**src/hdl/pip_pkg.sv**
```systemverilog
// Package for the point-in-polygon test unit.
// Holds the sequencer state type, item and register codes, and datapath widths.
// No dependencies.
package pip_pkg;

  typedef enum logic [2:0] {
    ST_IDLE,
    ST_FIRST,
    ST_FETCH,
    ST_MUL,
    ST_EVAL,
    ST_DONE
  } state_t;

  localparam logic FUNC_WRITE = 1'b0;
  localparam logic FUNC_QUERY = 1'b1;

  localparam logic [1:0] CFG_SIDE_COUNT = 2'd0;
  localparam logic [1:0] CFG_CENTER_X   = 2'd1;
  localparam logic [1:0] CFG_CENTER_Y   = 2'd2;

  localparam int MIN_SIDES = 3;

  // Edge operands are 34-bit signed; the multiplier takes 17-bit slices of one factor.
  localparam int OPW       = 34;
  localparam int SLICEW    = 17;
  localparam int PRODW     = OPW + SLICEW + 1;
  localparam int ACCW      = 70;
  localparam int MUL_STEPS = 4;

endpackage

```
**src/hdl/point_in_polygon_test_unit.sv**
```systemverilog
// Point-in-polygon test unit: vertex memory, edge sequencer and shared multiplier.
// Depends on pip_pkg for the state type, codes and widths.
//
// A vertex write (func 0) gives no result. A query (func 1) raises its result once
// every edge of the polygon set by the side count in use is done, and the next item may
// then transfer. Each edge takes its far vertex from the single read port of the
// vertex memory, makes four passes through the one shared 34x18 multiplier and then
// drains its product register into the accumulator, and evaluates the crossing; state
// ST_FIRST loads the first vertex and state ST_DONE hands the result to the output.
// The unit accepts no item while a query is in progress. A finished result sits in an
// output register, so writes and a new query may transfer while it waits.
module point_in_polygon_test_unit #(
  parameter int MAX_SIDES = 10
) (
  input  logic               clk,
  input  logic               rst_n,
  input  logic               in_valid,
  output logic               in_ready,
  input  logic               in_func,
  input  logic [3:0]         in_vertex_index,
  input  logic signed [31:0] in_vert_x,
  input  logic signed [31:0] in_vert_y,
  input  logic signed [31:0] in_point_x,
  input  logic signed [31:0] in_point_y,
  output logic               out_valid,
  input  logic               out_ready,
  output logic               out_inside_res,
  input  logic               cfg_valid,
  output logic               cfg_ready,
  input  logic [1:0]         cfg_index,
  input  logic [31:0]        cfg_data
);
  import pip_pkg::*;

  localparam int AW = (MAX_SIDES > 1) ? $clog2(MAX_SIDES) : 1;
  localparam int NW = $clog2(MAX_SIDES + 1);

  state_t state_r, state_nxt;

  logic [3:0]         side_count_r;
  logic signed [31:0] cx_r, cy_r;

  logic signed [31:0] mem_x [MAX_SIDES];
  logic signed [31:0] mem_y [MAX_SIDES];
  logic signed [31:0] rd_x_r, rd_y_r;
  logic [AW-1:0]      rd_addr;
  logic               mem_we;

  logic [NW-1:0]      n_r, n_cl;
  logic [NW-1:0]      cnt_r;
  logic [NW:0]        j2;
  logic [2:0]         step_r;
  logic               par_r;

  logic signed [31:0] px_r, py_r;
  logic signed [32:0] a_x_r, a_y_r, b_x_r, b_y_r;
  logic signed [32:0] b_x, b_y;
  logic signed [OPW-1:0] dx, dy, pa, pb, pya;
  logic signed [OPW-1:0] dx_r, dy_r, pa_r, pya_r;
  logic               hit, hit_r;

  logic signed [OPW-1:0]    mul_a;
  logic signed [SLICEW:0]   mul_b;
  logic signed [PRODW-1:0]  prod_r;
  logic                     sub_r, shl_r;
  logic signed [ACCW-1:0]   term, acc_base, acc_r;

  logic dx_pos, crossed, last_edge, out_free;
  logic out_valid_r, out_inside_res_r;

  assign in_ready       = (state_r == ST_IDLE);
  assign cfg_ready      = 1'b1;
  assign out_valid      = out_valid_r;
  assign out_inside_res = out_inside_res_r;
  assign out_free       = !out_valid_r || out_ready;

  always_comb begin
    if (side_count_r < 4'(MIN_SIDES)) begin
      n_cl = NW'(MIN_SIDES);
    end else if (int'(side_count_r) > MAX_SIDES) begin
      n_cl = NW'(MAX_SIDES);
    end else begin
      n_cl = NW'(side_count_r);
    end
  end

  assign mem_we = in_valid && in_ready && (in_func == FUNC_WRITE) &&
                  (int'(in_vertex_index) < MAX_SIDES);

  assign j2        = (NW + 1)'(cnt_r) + (NW + 1)'(2);
  assign last_edge = ((NW + 1)'(cnt_r) + (NW + 1)'(1)) == (NW + 1)'(n_r);

  always_comb begin
    case (state_r)
      ST_FIRST: rd_addr = AW'(1);
      ST_EVAL:  rd_addr = (j2 == (NW + 1)'(n_r)) ? '0 : AW'(j2);
      default:  rd_addr = '0;
    endcase
  end

  always_ff @(posedge clk) begin
    if (mem_we) begin
      mem_x[AW'(in_vertex_index)] <= in_vert_x;
      mem_y[AW'(in_vertex_index)] <= in_vert_y;
    end
    rd_x_r <= mem_x[rd_addr];
    rd_y_r <= mem_y[rd_addr];
  end

  assign b_x = 33'(rd_x_r) + 33'(cx_r);
  assign b_y = 33'(rd_y_r) + 33'(cy_r);
  assign dx  = OPW'(b_x) - OPW'(a_x_r);
  assign dy  = OPW'(b_y) - OPW'(a_y_r);
  assign pa  = OPW'(px_r) - OPW'(a_x_r);
  assign pb  = OPW'(px_r) - OPW'(b_x);
  assign pya = OPW'(py_r) - OPW'(a_y_r);
  assign hit = (!dx[OPW-1] && dx != '0) ?
               ((!pa[OPW-1] && pa != '0) && (pb[OPW-1] || pb == '0)) :
               ((!pb[OPW-1] && pb != '0) && (pa[OPW-1] || pa == '0));

  always_comb begin
    case (step_r[1:0])
      2'd0: begin
        mul_a = pya_r;
        mul_b = {1'b0, dx_r[SLICEW-1:0]};
      end
      2'd1: begin
        mul_a = pya_r;
        mul_b = {dx_r[OPW-1], dx_r[OPW-1:SLICEW]};
      end
      2'd2: begin
        mul_a = pa_r;
        mul_b = {1'b0, dy_r[SLICEW-1:0]};
      end
      default: begin
        mul_a = pa_r;
        mul_b = {dy_r[OPW-1], dy_r[OPW-1:SLICEW]};
      end
    endcase
  end

  assign term     = shl_r ? (ACCW'(prod_r) <<< SLICEW) : ACCW'(prod_r);
  assign acc_base = (step_r == 3'd1) ? '0 : acc_r;

  assign dx_pos  = !dx_r[OPW-1] && (dx_r != '0);
  assign crossed = hit_r && (dx_pos ? (acc_r[ACCW-1] || acc_r == '0) : !acc_r[ACCW-1]);

  always_comb begin
    state_nxt = state_r;
    case (state_r)
      ST_IDLE: begin
        if (in_valid && in_func == FUNC_QUERY) begin
          state_nxt = ST_FIRST;
        end
      end
      ST_FIRST: state_nxt = ST_FETCH;
      ST_FETCH: state_nxt = ST_MUL;
      ST_MUL: begin
        if (step_r == 3'(MUL_STEPS)) begin
          state_nxt = ST_EVAL;
        end
      end
      ST_EVAL:  state_nxt = last_edge ? ST_DONE : ST_FETCH;
      ST_DONE: begin
        if (out_free) begin
          state_nxt = ST_IDLE;
        end
      end
      default:  state_nxt = ST_IDLE;
    endcase
  end

  always_ff @(posedge clk) begin
    if (!rst_n) begin
      state_r      <= ST_IDLE;
      side_count_r <= 4'(MIN_SIDES);
      cx_r         <= '0;
      cy_r         <= '0;
      out_valid_r  <= 1'b0;
      step_r       <= '0;
    end else begin
      state_r <= state_nxt;
      if (cfg_valid && cfg_ready) begin
        case (cfg_index)
          CFG_SIDE_COUNT: side_count_r <= cfg_data[3:0];
          CFG_CENTER_X:   cx_r <= cfg_data;
          CFG_CENTER_Y:   cy_r <= cfg_data;
          default:        ;
        endcase
      end
      if (state_r == ST_MUL) begin
        step_r <= (step_r == 3'(MUL_STEPS)) ? '0 : step_r + 3'd1;
      end else begin
        step_r <= '0;
      end
      if (state_r == ST_DONE && out_free) begin
        out_valid_r <= 1'b1;
      end else if (out_ready) begin
        out_valid_r <= 1'b0;
      end
    end
  end

  always_ff @(posedge clk) begin
    case (state_r)
      ST_IDLE: begin
        px_r  <= in_point_x;
        py_r  <= in_point_y;
        n_r   <= n_cl;
        cnt_r <= '0;
        par_r <= 1'b0;
      end
      ST_FIRST: begin
        a_x_r <= b_x;
        a_y_r <= b_y;
      end
      ST_FETCH: begin
        b_x_r <= b_x;
        b_y_r <= b_y;
        dx_r  <= dx;
        dy_r  <= dy;
        pa_r  <= pa;
        pya_r <= pya;
        hit_r <= hit;
      end
      ST_MUL: begin
        if (step_r < 3'(MUL_STEPS)) begin
          prod_r <= mul_a * mul_b;
          sub_r  <= step_r[1];
          shl_r  <= step_r[0];
        end
        if (step_r != 3'd0) begin
          acc_r <= sub_r ? (acc_base - term) : (acc_base + term);
        end
      end
      ST_EVAL: begin
        par_r <= par_r ^ crossed;
        a_x_r <= b_x_r;
        a_y_r <= b_y_r;
        cnt_r <= cnt_r + NW'(1);
      end
      ST_DONE: begin
        if (out_free) begin
          out_inside_res_r <= par_r;
        end
      end
      default: ;
    endcase
  end

  a_step_bound: assert property (@(posedge clk) disable iff (!rst_n)
    state_r == ST_MUL |-> step_r <= 3'(MUL_STEPS))
    else $error("multiplier step counter overran");

  a_edge_bound: assert property (@(posedge clk) disable iff (!rst_n)
    (state_r == ST_FETCH || state_r == ST_EVAL) |-> cnt_r < n_r)
    else $error("edge counter beyond side count");

  a_result_from_done: assert property (@(posedge clk) disable iff (!rst_n)
    $rose(out_valid_r) |-> $past(state_r) == ST_DONE)
    else $error("result raised outside the done state");

  a_query_busy: assert property (@(posedge clk) disable iff (!rst_n)
    (in_valid && in_ready && in_func == FUNC_QUERY) |=> !in_ready)
    else $error("input taken while a query is in progress");

endmodule

```
**config.mk**
```make
export PLATFORM = sky130hd
export DESIGN_NAME = point_in_polygon_test_unit
export DESIGN_NICKNAME = d
export VERILOG_FILES = /design/src/hdl/pip_pkg.sv /design/src/hdl/point_in_polygon_test_unit.sv
export SDC_FILE = /design/constraint.sdc
export NUM_CORES = 2
export LEC_CHECK = 0
export BUFFER_PORTS_ARGS = -buffer_cell sky130_fd_sc_hd__buf_2
export CORE_ASPECT_RATIO = 0.7
export CORE_MARGIN = 4
export CORE_UTILIZATION = 50
export CTS_BUF_LIST = sky130_fd_sc_hd__clkbuf_4
export CTS_CLUSTER_DIAMETER = 50
export DETAILED_ROUTE_END_ITERATION = 8
export PLACE_DENSITY_LB_ADDON = 0.1
export SLEW_MARGIN = 20
export SYNTH_ARGS = -nofsm -noshare
export SYNTH_HDL_FRONTEND = slang
export SYNTH_SLANG_ARGS = --single-unit
```
**constraint.sdc**
```tcl
create_clock -name clk -period 18.2 [get_ports clk]
set_input_delay 2.73 -clock clk [delete_from_list [all_inputs] [get_ports clk]]
set_output_delay 2.73 -clock clk [all_outputs]
set_load 0.005 [all_outputs]
```
== Word-level counts from Yosys, hierarchy flattened ==
Memory sizes are Yosys's and may differ from the RTL's. A register that Yosys moved wholly into a read port is not among the register bits.
Cells that the tools add are included.

* Order comparisons: 4
* Mux-type cells: 23
* Multipliers: 1
* Equality and inequality tests: 16
* Reduce and logical (&&, ||, !) cells: 46
* Add/sub/neg operators: 13
* Bitwise gates (word level): 4

{| class="wikitable"
|+ Operators with widths
! kind !! count
|-
| 2-to-1 mux 70 bit || 2
|-
| nonzero test 34 bit || 4
|-
| one-hot mux 33 bit (2 select lines) || 2
|-
| subtractor 32 x 33 -> 34 bit || 3
|-
| adder 70 x 69 -> 70 bit || 1
|-
| logical NOT 70 bit || 1
|-
| subtractor 70 x 69 -> 70 bit || 1
|-
| logical NOT 34 bit || 2
|-
| 2-to-1 mux 68 bit || 1
|-
| subtractor 33 x 33 -> 34 bit || 2
|-
| adder 32 x 32 -> 33 bit || 2
|-
| one-hot mux 18 bit (3 select lines) || 1
|-
| multiplier 34 x 18 -> 52 bit || 1
|-
| 2-to-1 mux 34 bit || 1
|-
| one-hot mux 3 bit (6 select lines) || 1
|-
| one-hot mux 4 bit (2 select lines) || 2
|-
| logical AND 1 bit || 12
|-
| 2-to-1 mux 3 bit || 4
|-
| AND reduction 2 bit || 6
|-
| equality test 5 x 4 -> 1 bit || 2
|-
| equality test 3 bit (second input constant) || 3
|-
| 2-to-1 mux 4 bit || 2
|-
| equality test 3 x 1 -> 1 bit (second input constant) || 2
|-
| equality test 3 x 2 -> 1 bit (second input constant) || 2
|-
| other kinds (25) || 47
|}

* Word-level logic and storage cells: 135
* Input bits: 172
* Bits in registers: 542
* Output and inout port bits: 4
* RAM bits: 640
* Memories: 2

{| class="wikitable"
|+ Memories
! name !! depth !! width !! rd ports !! clocked after Yosys merged registers in !! wr ports !! RTL line !! source
|-
| mem_x || 10 || 32 || 1 || 1 || 1 || point_in_polygon_test_unit.sv:43 || <nowiki>logic signed [31:0] mem_x [MAX_SIDES];</nowiki>
|-
| mem_y || 10 || 32 || 1 || 1 || 1 || point_in_polygon_test_unit.sv:44 || <nowiki>logic signed [31:0] mem_y [MAX_SIDES];</nowiki>
|}

== Longest topological paths before layout ==
* Depth after elaboration: 6
* Depth in mapped cells: 34
* Depth with buffers taken out: 31

== Least setup slack after synthesis ==
Ideal clock, no wire load.

* Path kind: register -> register
* Start point: reg state_r[0]
* End point: mem mem_x[2][0], enable pin
* Clock period less this slack: 12.870 ns
* Stages on the path, launching flop included: 6
* Required time: 17.549 ns
* Buffers on the path: 1
* Setup time: 0.651 ns
* Slack: 5.330 ns
* Data arrival time: 12.219 ns
* Cell sequence: dfxtp_1 clkbuf_1 nor3_1 and3b_1 nand2_1 nor4_1

* Word-level cells in the longest chain between the ends: 6

{| class="wikitable"
|+ Ends and longest elaborated chain
! what !! RTL line !! source
|-
| from (decl) || point_in_polygon_test_unit.sv:38 || <nowiki>state_t state_r, state_nxt;</nowiki>
|-
| from (signal assigned) || point_in_polygon_test_unit.sv:182 || <nowiki>state_r <= state_nxt;</nowiki>
|-
| logical NOT 3 bit || point_in_polygon_test_unit.sv:71 || <nowiki>assign in_ready = (state_r == ST_IDLE);</nowiki>
|-
| net in_ready || point_in_polygon_test_unit.sv:18 || <nowiki>output logic in_ready,</nowiki>
|-
| logical AND 1 bit (3 in series) || point_in_polygon_test_unit.sv:87 || <nowiki>assign mem_we = in_valid && in_ready && (in_func == FUNC_WRITE) &&</nowiki>
|-
| 2-to-1 mux 1 bit || point_in_polygon_test_unit.sv:102 || <nowiki>if (mem_we) begin</nowiki>
|-
| 2-to-1 mux 1 bit (implied by the code) || point_in_polygon_test_unit.sv:103 || <nowiki>mem_x[AW'(in_vertex_index)] <= in_vert_x;</nowiki>
|-
| to (decl) || point_in_polygon_test_unit.sv:43 ||
|}

The timed path passes the listed nets, and every way through them passes these cells.

== Final worst setup path ==
* Start point: reg step_r[0]
* End point: reg prod_r[51], data pin

* Word-level cells in the longest chain between the ends: 4
* Elaborated cells between the ends (all ways): 7
* Those cells by class: mul (1); eq/ne (2); mux (2); reduce/logical (2)

{| class="wikitable"
|+ Ends and longest elaborated chain
! what !! RTL line !! source
|-
| from (decl) || point_in_polygon_test_unit.sv:52 || <nowiki>logic [2:0] step_r;</nowiki>
|-
| from (signal assigned) || point_in_polygon_test_unit.sv:192 || <nowiki>step_r <= (step_r == 3'(MUL_STEPS)) ? '0 : step_r + 3'd1;</nowiki>
|-
| equality test 2 x 1 -> 1 bit / logical NOT 2 bit (equally long branches) || point_in_polygon_test_unit.sv:122 || <nowiki>case (step_r[1:0])</nowiki>
|-
| OR reduction 2 bit (no source line) || - ||
|-
| 2-to-1 mux 34 bit || point_in_polygon_test_unit.sv:122 ||
|-
| multiplier 34 x 18 -> 52 bit (*) || point_in_polygon_test_unit.sv:228 || <nowiki>prod_r <= mul_a * mul_b;</nowiki>
|-
| to (signal assigned) || point_in_polygon_test_unit.sv:228 ||
|-
| to (decl) || point_in_polygon_test_unit.sv:64 || <nowiki>logic signed [PRODW-1:0] prod_r;</nowiki>
|}

Every way passes the cells marked *; elsewhere a longest branch is shown, timed or not.
A chain may end at the register's enable or synchronous reset.

==> summary.md <==
| Metric | Value |
|---|---|
| Mapped cell area | `85100 um^2` |
| Final worst path period need | `10000 ps` |
| Setup tns final | `0 ps` |
| Clock Latency Late Sink | `1310 ps` |
| Hold Path End | `a_y_r[19]` |
| Reg-to-reg endpoint | `prod_r[51]` |
| Syn Nets | `9518` |
| DIE HEIGHT | `353 um` |
| Critical Path RT | `19060 ps` |
| DRT antenna net count | `0` |
| Syn Area/Cell | `10.2 um^2` |
| R2R Setup Slk | `8200 ps` |
| Starting DRT DRC Count | `6768` |
| DR WL/cell | `24.6 um` |
| CORE AREA | `169000 um^2` |
| Synth area leader | `edfxtp_1` |
| CTS Buf Count | `330` |
| Top Ports | `176` |
| Worst setup SP type | `flop` |
| H-tree Lvls | `5` |
| Asr flop ratio synth | `0` |
| Worst Setup End Kind | `flop` |
| Slew Viols, Final | `0` |
| Post-synthesis cell type count | `98` |
| Syn-to-layout area delta | `8.38%` |
| CP peak stage delay | `760 ps` |
| RR Startpoint | `step_r[0]` |
| Synth top area cells | `edfxtp_1 (39%), fa_1 (14%), nand2_1 (6.4%)` |
| Antenna violations before repair | `30` |
| Clock sinks | `1246` |
| EDFF count, synth | `1107` |
| Resized cells post-CTS | `0` |
| Worst slew pin tran | `1250 ps` |
| Share of layout cells above drive strength 1 | `0.100` |
| Max-cap viol count | `0` |
| Critical Path AT | `10860 ps` |
| Min-delay src | `b_y_r[19]` |
| Via/cell ratio | `5.84` |
| Hold slack | `460 ps` |
| Final Hold Vio Count | `0` |
| Synth top area share | `0.391` |
| Largest net degree at the start of global routing | `165` |
| First-pass GRT wire length | `405000 um` |
| Clock buffer depth | `4` |
| Initial Util | `0.504` |
| Endpoints failing setup | `0` |
| Hold WC Path Type | `reg -> reg` |
| Worst R2R Path Depth | `29` |
| CP most frequent cell | `fa_1` |
| Register area share after synthesis | `0.423` |
| Port Buffer Count | `174` |
| RePlAce Congestion | `0.948` |
| Number of global-route vias before repair | `62300` |
| Status | `complete, no violations` |
| Cells after Synth | `8323` |
| Hold-fix buffers, CTS | `0` |
| Max-slew headroom | `0.146` |
| Vias post-DR | `64300` |
| Post-CTS setup buffers | `0` |
| CP Buf/Inv Count | `6` |
| Die ar. | `177000 um^2` |
| GR Overflow Total | `0` |
| Nets | `9752` |
| CP top delay family | `adder cells` |
| Dpl hpwl | `202000 um` |
| DRT Wirelength | `272000 um` |
| Ys flop type | `edfxtp_1` |
| Die Span X | `501 um` |
| # DRC | `0` |
| All-Layer GR Usage | `0.305` |
| Max frequency | `100 MHz` |
| Period utilisation layout | `0.549` |
| Clock skew | `163 ps` |
| RSZ-0062 raised after global routing | `false` |
| Synthesis Warnings | `0` |
| Total iterations of the first detailed-routing run | `8` |
| Kind of critical path | `reg -> reg` |
| CTS tree | `done` |
| Slowest cell on crit path | `buf_4` |
| Root Driver | `clkbuf_4` |
| Crit path max fanout | `66` |
| Seq cells post-synth | `1246` |
| Hold path cells | `2` |
| # rows | `126` |
| CTS clk-pin slew, worst paths | `60 ps` |
## kinds of logic (layout without fill, tap and decap cells)
| logic type | Yosys count | after routing | share of synthesized area |
|---|---|---|---|
| fa+ha+maj | 1023 | 1023 | 0.203 |
| other cells | 1 | 25 | 0.0000441 |
| flops | 1246 | 1246 | 0.423 |
| mux | 134 | 134 | 0.0166 |
| buf+inv | 1209 | 1642 | 0.0536 |
| compound gates | 1515 | 1515 | 0.120 |
| xor+xnor | 330 | 330 | 0.0340 |
| simple gates | 2865 | 2865 | 0.150 |
## state kept, by name, indices dropped and copies added (netlist names), 33 cells and up
register / flops
a_y_r: 33
mem_y: 320
b_y_r: 33
b_x_r: 33
acc_r: 70
dy_r: 34
pa_r: 34
dx_r: 34
pya_r: 34
a_x_r: 33
mem_x: 320
prod_r: 52
## worst max path at each step
stage	depth (start not counted)	slack, ps	to	start
detailed placement	29	8430	prod_r[51]	step_r[0]
floorplan	5	5330	mem_x[2][0]	state_r[0]
finish	29	8200	prod_r[51]	step_r[0]
global route	29	7630	prod_r[51]	step_r[0]
CTS	29	8300	prod_r[51]	step_r[0]
global placement	29	8680	prod_r[51]	step_r[0]
## tightest hold or removal path, cell delays in order, from the launching register on
cell,delay (ps)
edfxtp_1,320
nand2_1,50
nand2_1,50
## metal layers
| metal | vias to the layer above | global-route usage | routed length (um) |
|---|---|---|---|
| li1 | 29500 | - | - |
| met1 | 31700 | 0.456 | 123000 |
| met2 | 2638 | 0.435 | 114000 |
| met3 | 411 | 0.0802 | 26900 |
| met4 | 16 | 0.0840 | 7550 |
| met5 | - | 0.00921 | 325 |
## synthesized netlist by cell type, types with 16 or more instances
| library cell | count |
|---|---|
| a211o_1 | 17 |
| a211oi_1 | 43 |
| a21boi_0 | 81 |
| a21o_1 | 179 |
| a21oi_1 | 385 |
| a311oi_1 | 136 |
| a31oi_1 | 114 |
| and2_1 | 119 |
| and3_1 | 116 |
| buf_1 | 23 |
| clkbuf_1 | 314 |
| dfxtp_1 | 139 |
| edfxtp_1 | 1107 |
| fa_1 | 593 |
| ha_1 | 430 |
| inv_1 | 857 |
| mux2_2 | 56 |
| mux2i_1 | 78 |
| nand2_1 | 1455 |
| nand2b_1 | 78 |
| nand3_1 | 202 |
| nand4_1 | 42 |
| nor2_1 | 516 |
| nor2b_1 | 61 |
| nor3_1 | 104 |
| nor4_1 | 52 |
| o211ai_1 | 28 |
| o21a_1 | 57 |
| o21ai_0 | 217 |
| o21bai_1 | 47 |
| o31ai_1 | 21 |
| or2_2 | 16 |
| or3_1 | 24 |
| xnor2_1 | 204 |
| xor2_1 | 126 |
## cell type report
class | count | area (um^2)
clock inverters | 70 | 375
well taps | 2240 | 2800
fillers | 15100 | 76600
repair buffers | 252 | 1530
inverters | 859 | 3220
diodes | 24 | 60.1
clock buffers | 461 | 3460
flip-flops and latches | 1246 | 36000
multi-input cells | 5868 | 44800
## metrics by stage
stage / instances / instance area (um^2) / worst slack [ps] / util
after floorplan: 8323 / 85100 / 5330 / -
after global placement: 10500 / 88300 / 8680 / 0.523
after detailed placement: 10500 / 88300 / 8430 / 0.523
after CTS: 11000 / 92100 / 8300 / 0.546
after global routing: 11000 / 92200 / 7630 / 0.546
final: 11000 / 92300 / 8200 / 0.546
## layout by cell type (no fill, tap or decap), drive strengths merged, types with 57 or more instances in the layout
cell type / count
a21boi: 82
a21o: 179
a21oi: 385
a311oi: 137
a31oi: 114
and2: 120
and3: 116
buf: 252
clkbuf: 461
clkinv: 60
dfxtp: 139
edfxtp: 1107
fa: 593
ha: 430
inv: 865
mux2i: 78
nand2: 1455
nand2b: 78
nand3: 202
nor2: 516
nor2b: 61
nor3: 104
o21a: 57
o21ai: 228
xnor2: 204
xor2: 126
Power is left out: the tool's default activity adds up to more than one toggle a clock period on the data nets, which glitch-free logic cannot reach.
